### config.mk
export PLATFORM = sky130hd
export DESIGN_NAME = psra_ctrl
export DESIGN_NICKNAME = d
export VERILOG_FILES = /design/src/rtl/psra_pkg.sv /design/src/rtl/psra_ctrl.sv
export SDC_FILE = /design/constraint.sdc
export NUM_CORES = 1
export LEC_CHECK = 0
export ABC_AREA = 1
export BUFFER_PORTS_ARGS = -buffer_cell sky130_fd_sc_hd__buf_2
export CORE_AREA = 2 2 39 41
export DETAILED_ROUTE_END_ITERATION = 16
export DIE_AREA = 0 0 41 43
export PLACE_DENSITY = 0.46
export SLEW_MARGIN = 20
export SYNTH_ARGS = -nofsm -noshare
export SYNTH_HDL_FRONTEND = slang
export SYNTH_SLANG_ARGS = --single-unit
### constraint.sdc
create_clock -name clk_i -period 0.9 [get_ports clk_i]
set_input_delay 0.045 -clock clk_i [delete_from_list [all_inputs] [get_ports clk_i]]
set_output_delay 0.045 -clock clk_i [all_outputs]
set_load 0.01 [all_outputs]
### src/rtl/psra_pkg.sv
// Shared types, codes and constants for the per-source packet rate alarm.
`timescale 1ns / 1ps

package psra_pkg;

  localparam int unsigned TABLE_ENTRIES_DEF = 64;

  localparam logic [15:0] IPV4_TYPE       = 16'h0800;
  localparam logic [15:0] THRESHOLD_RESET = 16'd500;
  localparam logic [31:0] WINDOW_RESET    = 32'd5;
  localparam logic [15:0] COUNT_MAX       = 16'hFFFF;

  localparam int unsigned CFG_IDX_W  = 1;
  localparam int unsigned CFG_DATA_W = 32;

  localparam logic [CFG_IDX_W-1:0] REG_THRESHOLD = 1'b0;
  localparam logic [CFG_IDX_W-1:0] REG_WINDOW    = 1'b1;

  localparam logic [2:0] OUT_IGNORED = 3'd0;
  localparam logic [2:0] OUT_NEW     = 3'd1;
  localparam logic [2:0] OUT_RESTART = 3'd2;
  localparam logic [2:0] OUT_COUNTED = 3'd3;
  localparam logic [2:0] OUT_ALERT   = 3'd4;
  localparam logic [2:0] OUT_FULL    = 3'd5;

  typedef struct packed {
    logic [15:0] ether_type;
    logic [31:0] source_address;
    logic [31:0] arrival_time;
  } in_word_t;

  typedef struct packed {
    logic [2:0]  outcome;
    logic        alert;
    logic [15:0] packet_count;
    logic [31:0] alert_source;
  } out_word_t;

  typedef enum logic [1:0] {
    ST_IDLE,
    ST_LOOK,
    ST_CHECK,
    ST_UPDATE
  } ctrl_state_e;

  typedef struct packed {
    logic capture;
    logic rd;
    logic step;
    logic emit_ignored;
    logic emit_new;
    logic emit_full;
    logic emit_update;
  } dp_cmd_t;

  typedef struct packed {
    logic ipv4;
    logic at_end;
    logic full;
    logic match;
    logic out_free;
  } dp_status_t;

endpackage

### src/rtl/psra_ctrl.sv
// Sequencer for the source table scan, lookup result and update.
`timescale 1ns / 1ps

module psra_ctrl (
  input  logic                 clk_i,
  input  logic                 rst_ni,
  input  logic                 in_valid_i,
  output logic                 in_ready_o,
  input  psra_pkg::dp_status_t status_i,
  output psra_pkg::dp_cmd_t    cmd_o
);

  psra_pkg::ctrl_state_e state_q, state_d;

  always_ff @(posedge clk_i or negedge rst_ni) begin
    if (!rst_ni) begin
      state_q <= psra_pkg::ST_IDLE;
    end else begin
      state_q <= state_d;
    end
  end

  always_comb begin
    state_d = state_q;
    unique case (state_q)
      psra_pkg::ST_IDLE: begin
        if (in_valid_i) state_d = psra_pkg::ST_LOOK;
      end
      psra_pkg::ST_LOOK: begin
        if (!status_i.ipv4 || status_i.at_end) begin
          if (status_i.out_free) state_d = psra_pkg::ST_IDLE;
        end else begin
          state_d = psra_pkg::ST_CHECK;
        end
      end
      psra_pkg::ST_CHECK: begin
        state_d = status_i.match ? psra_pkg::ST_UPDATE : psra_pkg::ST_LOOK;
      end
      psra_pkg::ST_UPDATE: begin
        if (status_i.out_free) state_d = psra_pkg::ST_IDLE;
      end
      default: state_d = psra_pkg::ST_IDLE;
    endcase
  end

  always_comb begin
    cmd_o      = '0;
    in_ready_o = 1'b0;
    unique case (state_q)
      psra_pkg::ST_IDLE: begin
        in_ready_o    = 1'b1;
        cmd_o.capture = in_valid_i;
      end
      psra_pkg::ST_LOOK: begin
        if (!status_i.ipv4) begin
          cmd_o.emit_ignored = status_i.out_free;
        end else if (status_i.at_end) begin
          cmd_o.emit_full = status_i.out_free && status_i.full;
          cmd_o.emit_new  = status_i.out_free && !status_i.full;
        end else begin
          cmd_o.rd = 1'b1;
        end
      end
      psra_pkg::ST_CHECK: begin
        cmd_o.step = !status_i.match;
      end
      psra_pkg::ST_UPDATE: begin
        cmd_o.emit_update = status_i.out_free;
      end
      default: begin
        cmd_o = '0;
      end
    endcase
  end

endmodule

==> impl_metrics.csv, run 1 <==
group,metric,value,unit
hold_path,hold_depth,3,
power_and_ir_drop,ir_worst_vdd,584,uV
outcome,violations,"setup timing",
cts,insertion_delay,0.22,ns
grt,grt-ovfl-total,0,
cells_and_area,final_util,22.5,%
routing,num_vias,236,
floorplan,initial_core_util,11.6,%
sta,period_needed,1.10,ns
hold_path,holdPathEnd,"state_q[0]",
logic_synthesis,ys_warn_count,0,
worst_setup_path,slowest_stage,"dfrtp_1",
sta,tightest_slew,0.154,ns
job,max-cap-violations,0,
sta,slew_headroom,89.7,%
worst_setup_path,r2r_start,"state_q[0]",
placed_design,dp_cells,60,
logic_synthesis,ys_ff_latch,2,
cts,tritoncts,"built",
cells_and_area,final_cells,65,
sta,hold_violations,0,
sta,rsz0062_at_grt,"true",
grt,grt_max_degree,5,
power_and_ir_drop,power_leakage,0.198,nW
worst_setup_path,endpoint_kind,"primary output",
outcome,outcome,"finished with violations",
sta,fmax,906,MHz
worst_setup_path,startpoint,"state_q[0]",
routing,drtPass1Iterations,2,
worst_setup_path,reg2reg_slack,-0.09,ns
power_and_ir_drop,power.density,2760,nW/um^2
logic_synthesis,netlist_instances,28,
placed_design,place_congestion,0.650,
floorplan,rows,14,
grt,grt_first_pass_wirelength,703,um
hold_path,worstHoldPathType,"input pin to flip-flop",
routing,wl,450,um
grt,grt_use_total,6.33,%
grt,antenna_found_initial,0,
cells_and_area,largest_reg_flops,2,
sta,period_share,123,%
floorplan,num_io_pins,16,
cells_and_area,top_regs,"state_q: 2 flops",
cells_and_area,insertedDiodeCount,0,
worst_setup_path,cpPeakStageDelay,0.40,ns
logic_synthesis,synth.yosys.seq_area_share,31.3,%
routing,wl_per_cell,6.92,um
worst_setup_path,rr_worst_depth,4,
routing,drtIter0Drc,2,
floorplan,die_area,1760,sq um
cells_and_area,nNetsFinal,59,
cells_and_area,syn2layout_area_growth,94.5,%
cells_and_area,postLayoutCellArea,312,sq um
logic_synthesis,avgSynthCellArea,5.72,sq um
placed_design,place_area,263,sq um
routing,ant_nets,0,
sta,skew,0.000918,ns
worst_setup_path,cp_num_buf_inv,1,
placed_design,hpwl,405,um
sta,fin_setup_tns,-1.37,ns
floorplan,core,1380,sq um
worst_setup_path,arrival,1.06,ns
worst_setup_path,cp_cell_sequence,"or2_1 -> nor2_1 -> buf_2",
sta,finalSetupViolCount,9,
cells_and_area,drive_above_1_share,53.1,%
logic_synthesis,ys_types,10,
placed_design,port-buffer-count,15,
routing,drc,0,
worst_setup_path,worst-path-max-fanout,4,
worst_setup_path,critPathKind,"flip-flop to primary output",
grt,grt_pass1_vias,210,
worst_setup_path,reg2reg_to,"state_q[1]",
cts,clk_pin_slew,0.03,ns
logic_synthesis,synth_fp_nets,36,
floorplan,die_w,41,um
cts,cts_sinks,2,
floorplan,floorplan.die.height,43,um
worst_setup_path,cp-start-kind,"flip-flop",
worst_setup_path,crit_family,"flip-flops",
sta,setup_ws,-0.203,ns
cells_and_area,largest_register,"state_q",
cts,numCtsBuffers,3,
cts,cts_buffer_depth,2,
worst_setup_path,critPathRequiredTime,0.85,ns
hold_path,hold_start,"in_valid_i",
logic_synthesis,syn-cell-area,160,sq um
cts,cts_root_buffer,"clkbuf_4",
cts,htree_levels,1,
routing,vias_per_cell,3.63,
sta,drv_slew,0,
==> what timing repair did <==
action,4_1_cts,5_1_grt
pin swaps,4,1
buffers inserted,1,0
gates resized for setup,0,3
endpoints found under the hold margin,2,0
endpoints found under the setup margin,9,10
hold buffers,1,0
==> layout make-up <==
type	count	area, sq um
Tap cell	16	20.0
Clock buffer	3	22.5
Fill cell	172	1070
Inverter	6	22.5
Sequential cell	2	50.0
Timing Repair Buffer	18	106
Multi-Input combinational cell	20	90.1
==> cell families after synthesis <==
logic type             share of synthesized area [%]
flip-flops                                      31.3
buffers and inverters                           14.1
AND/OR/NAND/NOR                                 54.7
==> worst register-to-register path: stages (launching register included) <==
cell	delay, ns
dfrtp_1	0.40
or2_1	0.23
buf_4	0.13
nand3_1	0.06
nand2_1	0.05
==> stage by stage <==
stage               setup slack [ns]  hold slack [ns]  power [mW]
CTS                           -0.229           0.0713       0.841
floorplan                     0.0308           -0.251       0.438
global route                  -0.274            0.110       0.944
global placement             -0.0187           -0.164       0.605
detailed placement          -0.00839           -0.165       0.607
finish                        -0.203           0.0815       0.859
==> where the power goes <==
group / total, mW / leakage [nW] / internal, mW / switching (mW)
registers: 0.187 / 0.0245 / 0.135 / 0.0520
clock network: 0.190 / 0.0138 / 0.146 / 0.0434
logic: 0.482 / 0.160 / 0.227 / 0.255
total: 0.859 / 0.198 / 0.508 / 0.351
==> per-layer routing <==
| metal | part of all wire (%) | up-vias | global-route usage, % |
|---|---|---|---|
| li1 | - | 128 | - |
| met1 | 32 | 104 | 4.50 |
| met2 | 61 | 4 | 10.6 |
| met3 | 7.1 | 0 | 4.71 |
| met4 | 0 | 0 | 4.00 |
| met5 | 0 | - | 0 |
==> cells in the final DEF (no fill, tap or decap) <==
| cell | n |
|---|---|
| clkbuf_4 | 3 |
| nor2_2 | 1 |
| dlygate4sd3_1 | 1 |
| nor3_1 | 2 |
| nor2_1 | 7 |
| buf_6 | 1 |
| nand2_1 | 5 |
| nand2_2 | 2 |
| nand3_1 | 2 |
| buf_2 | 14 |
| buf_4 | 2 |
| inv_2 | 3 |
| or2_1 | 1 |
| inv_1 | 3 |
| dfrtp_1 | 2 |
==> Yosys cell counts <==
cell type / number / area share [%]
nor2_2: 1 / 3.9
nand2_1: 6 / 14
nand3_1: 2 / 6.3
dfrtp_1: 2 / 31
inv_2: 2 / 4.7
nor2_1: 7 / 16
inv_1: 4 / 9.4
nand2_2: 1 / 3.9
or2_1: 1 / 3.9
nor3_1: 2 / 6.3
==> worst max-delay path by stage <==
stage / to / cells past startpoint
2_1_floorplan: cmd_o[2] / 3
3_3_place_gp: cmd_o[4] / 3
3_5_place_dp: cmd_o[4] / 3
4_1_cts: cmd_o[2] / 4
5_1_grt: cmd_o[4] / 3
6_report: cmd_o[4] / 3
No activity file was read; power rests on OpenSTA's default activity.
==> run 2: changes to the inputs <==
--- a/config.mk
+++ b/config.mk
@@ -11,6 +11,7 @@
 export DETAILED_ROUTE_END_ITERATION = 16
 export DIE_AREA = 0 0 41 43
 export PLACE_DENSITY = 0.46
+export SKIP_CTS_REPAIR_TIMING = 1
 export SLEW_MARGIN = 20
 export SYNTH_ARGS = -nofsm -noshare
 export SYNTH_HDL_FRONTEND = slang
==> constraint.sdc (replaced) <==
create_clock -name clk_i -period 1.09 [get_ports clk_i]
set_input_delay 0.0545 -clock clk_i [delete_from_list [all_inputs] [get_ports clk_i]]
set_output_delay 0.0545 -clock clk_i [all_outputs]
set_load 0.01 [all_outputs]
==> impl_metrics.csv, run 2 (synthesized netlist as in run 1, its figures left out) <==
group,metric,value,unit
outcome,outcome,"finished with violations",
outcome,violations,"setup timing",
hold_path,hold_start,"in_valid_i",
grt,antenna_found_initial,0,
cts,htree_levels,1,
cells_and_area,final_cells,65,
sta,period_needed,1.13,ns
cts,insertion_delay,0.22,ns
sta,drv_slew,0,
placed_design,place_congestion,0.637,
routing,drtIter0Drc,0,
power_and_ir_drop,power.density,2210,nW/um^2
cells_and_area,multi_input_area,92.6,sq um
cts,cts_root_buffer,"clkbuf_4",
placed_design,port-buffer-count,15,
floorplan,rows,14,
worst_setup_path,cp-start-kind,"flip-flop",
routing,vias_per_cell,3.57,
worst_setup_path,rr_worst_depth,4,
grt,grt_use_total,7.53,%
cells_and_area,largest_reg_flops,2,
sta,rsz0062_at_grt,"true",
cells_and_area,postLayoutCellArea,308,sq um
cells_and_area,drive_above_1_share,51.0,%
routing,ant_nets,0,
floorplan,num_io_pins,16,
routing,num_vias,232,
worst_setup_path,critPathKind,"flip-flop to primary output",
floorplan,floorplan.die.height,43,um
power_and_ir_drop,power_leakage,0.198,nW
cts,tritoncts,"built",
cells_and_area,syn2layout_area_growth,92.2,%
grt,grt_pass1_vias,236,
hold_path,holdPathEnd,"state_q[0]",
floorplan,initial_core_util,11.6,%
sta,tightest_slew,0.161,ns
hold_path,worstHoldPathType,"input pin to flip-flop",
sta,fmax,883,MHz
grt,grt-ovfl-total,0,
cells_and_area,largest_register,"state_q",
sta,skew,0.00425,ns
cts,cts_sinks,2,
grt,grt_first_pass_wirelength,779,um
sta,finalSetupViolCount,3,
cells_and_area,nNetsFinal,59,
placed_design,place_area,255,sq um
worst_setup_path,reg2reg_slack,0.09,ns
cells_and_area,layout_commonest_cell,"buf_2",
routing,drtPass1Iterations,1,
placed_design,dp_cells,59,
routing,drc,0,
cts,clk_pin_slew,0.03,ns
worst_setup_path,critPathRequiredTime,1.04,ns
cells_and_area,register_area,50.0,sq um
worst_setup_path,worst-path-max-fanout,4,
cells_and_area,top_regs,"state_q: 2 flops",
floorplan,die_area,1760,sq um
grt,grt_max_degree,5,
job,max-cap-violations,0,
worst_setup_path,endpoint_kind,"primary output",
worst_setup_path,arrival,1.08,ns
sta,slew_headroom,89.2,%
cells_and_area,mostFrequentLayoutCells,"15 x buf_2, 7 x nor2_1, 6 x nand2_1",
worst_setup_path,reg2reg_to,"state_q[1]",
floorplan,core,1380,sq um
cts,cts_buffer_depth,2,
sta,setup_ws,-0.0425,ns
routing,wl,488,um
cells_and_area,fillers,168,
sta,hold_violations,0,
sta,period_share,104,%
hold_path,hold_depth,3,
cells_and_area,insertedDiodeCount,0,
cts,numCtsBuffers,3,
sta,fin_setup_tns,-0.0782,ns
worst_setup_path,r2r_start,"state_q[0]",
power_and_ir_drop,ir_worst_vdd,508,uV
routing,wl_per_cell,7.51,um
floorplan,die_w,41,um
## run 2: metrics by stage
stage | hold WS, ns | power [mW] | utilization, % | setup slack [ns]
after floorplan | -0.241 | 0.362 | - | 0.211
after global placement | -0.156 | 0.479 | 18.4 | 0.148
after detailed placement | -0.157 | 0.480 | 18.4 | 0.151
after CTS | -0.400 | 0.654 | 20.1 | -0.0907
after global routing | 0.104 | 0.764 | 22.2 | -0.121
final | 0.0907 | 0.680 | 22.2 | -0.0425
## run 2: worst max path at each step
stage | startpoint | to | slack, ns | cells after the start
2_1_floorplan | state_q[1] | cmd_o[2] | 0.21 | 3
3_3_place_gp | state_q[1] | cmd_o[2] | 0.15 | 4
3_5_place_dp | state_q[1] | cmd_o[2] | 0.15 | 4
4_1_cts | state_q[1] | cmd_o[2] | -0.09 | 4
5_1_grt | state_q[0] | cmd_o[5] | -0.12 | 5
6_report | state_q[1] | cmd_o[2] | -0.04 | 4
## run 2: critical path: stages, from the launching register on
cell	delay, ns
dfrtp_1	0.41
inv_2	0.10
nand2_1	0.07
nor3_2	0.14
buf_2	0.14
## run 2: cell type report
type / instances / area share, %
clock buffers: 3 / 7.32
multi-input cells: 20 / 30.1
flip-flops and latches: 2 / 16.3
well taps: 16 / 6.50
inverters: 6 / 7.32
repair buffers: 18 / 32.5
## run 2: where the power goes
part | internal, mW | switching (mW) | leakage, nW
combinational | 0.160 | 0.203 | 0.160
sequential | 0.112 | 0.0436 | 0.0245
clock | 0.121 | 0.0405 | 0.0138
total | 0.393 | 0.287 | 0.198
## run 2: layer usage
metal  GRT usage (%)  vias to the layer above  share of wire (%)
met1            5.14                      104                 34
li1                -                      124                  -
met3            6.28                        0                5.9
met2            10.9                        4                 60
met5               0                        -                  0
met4            8.00                        0                  0
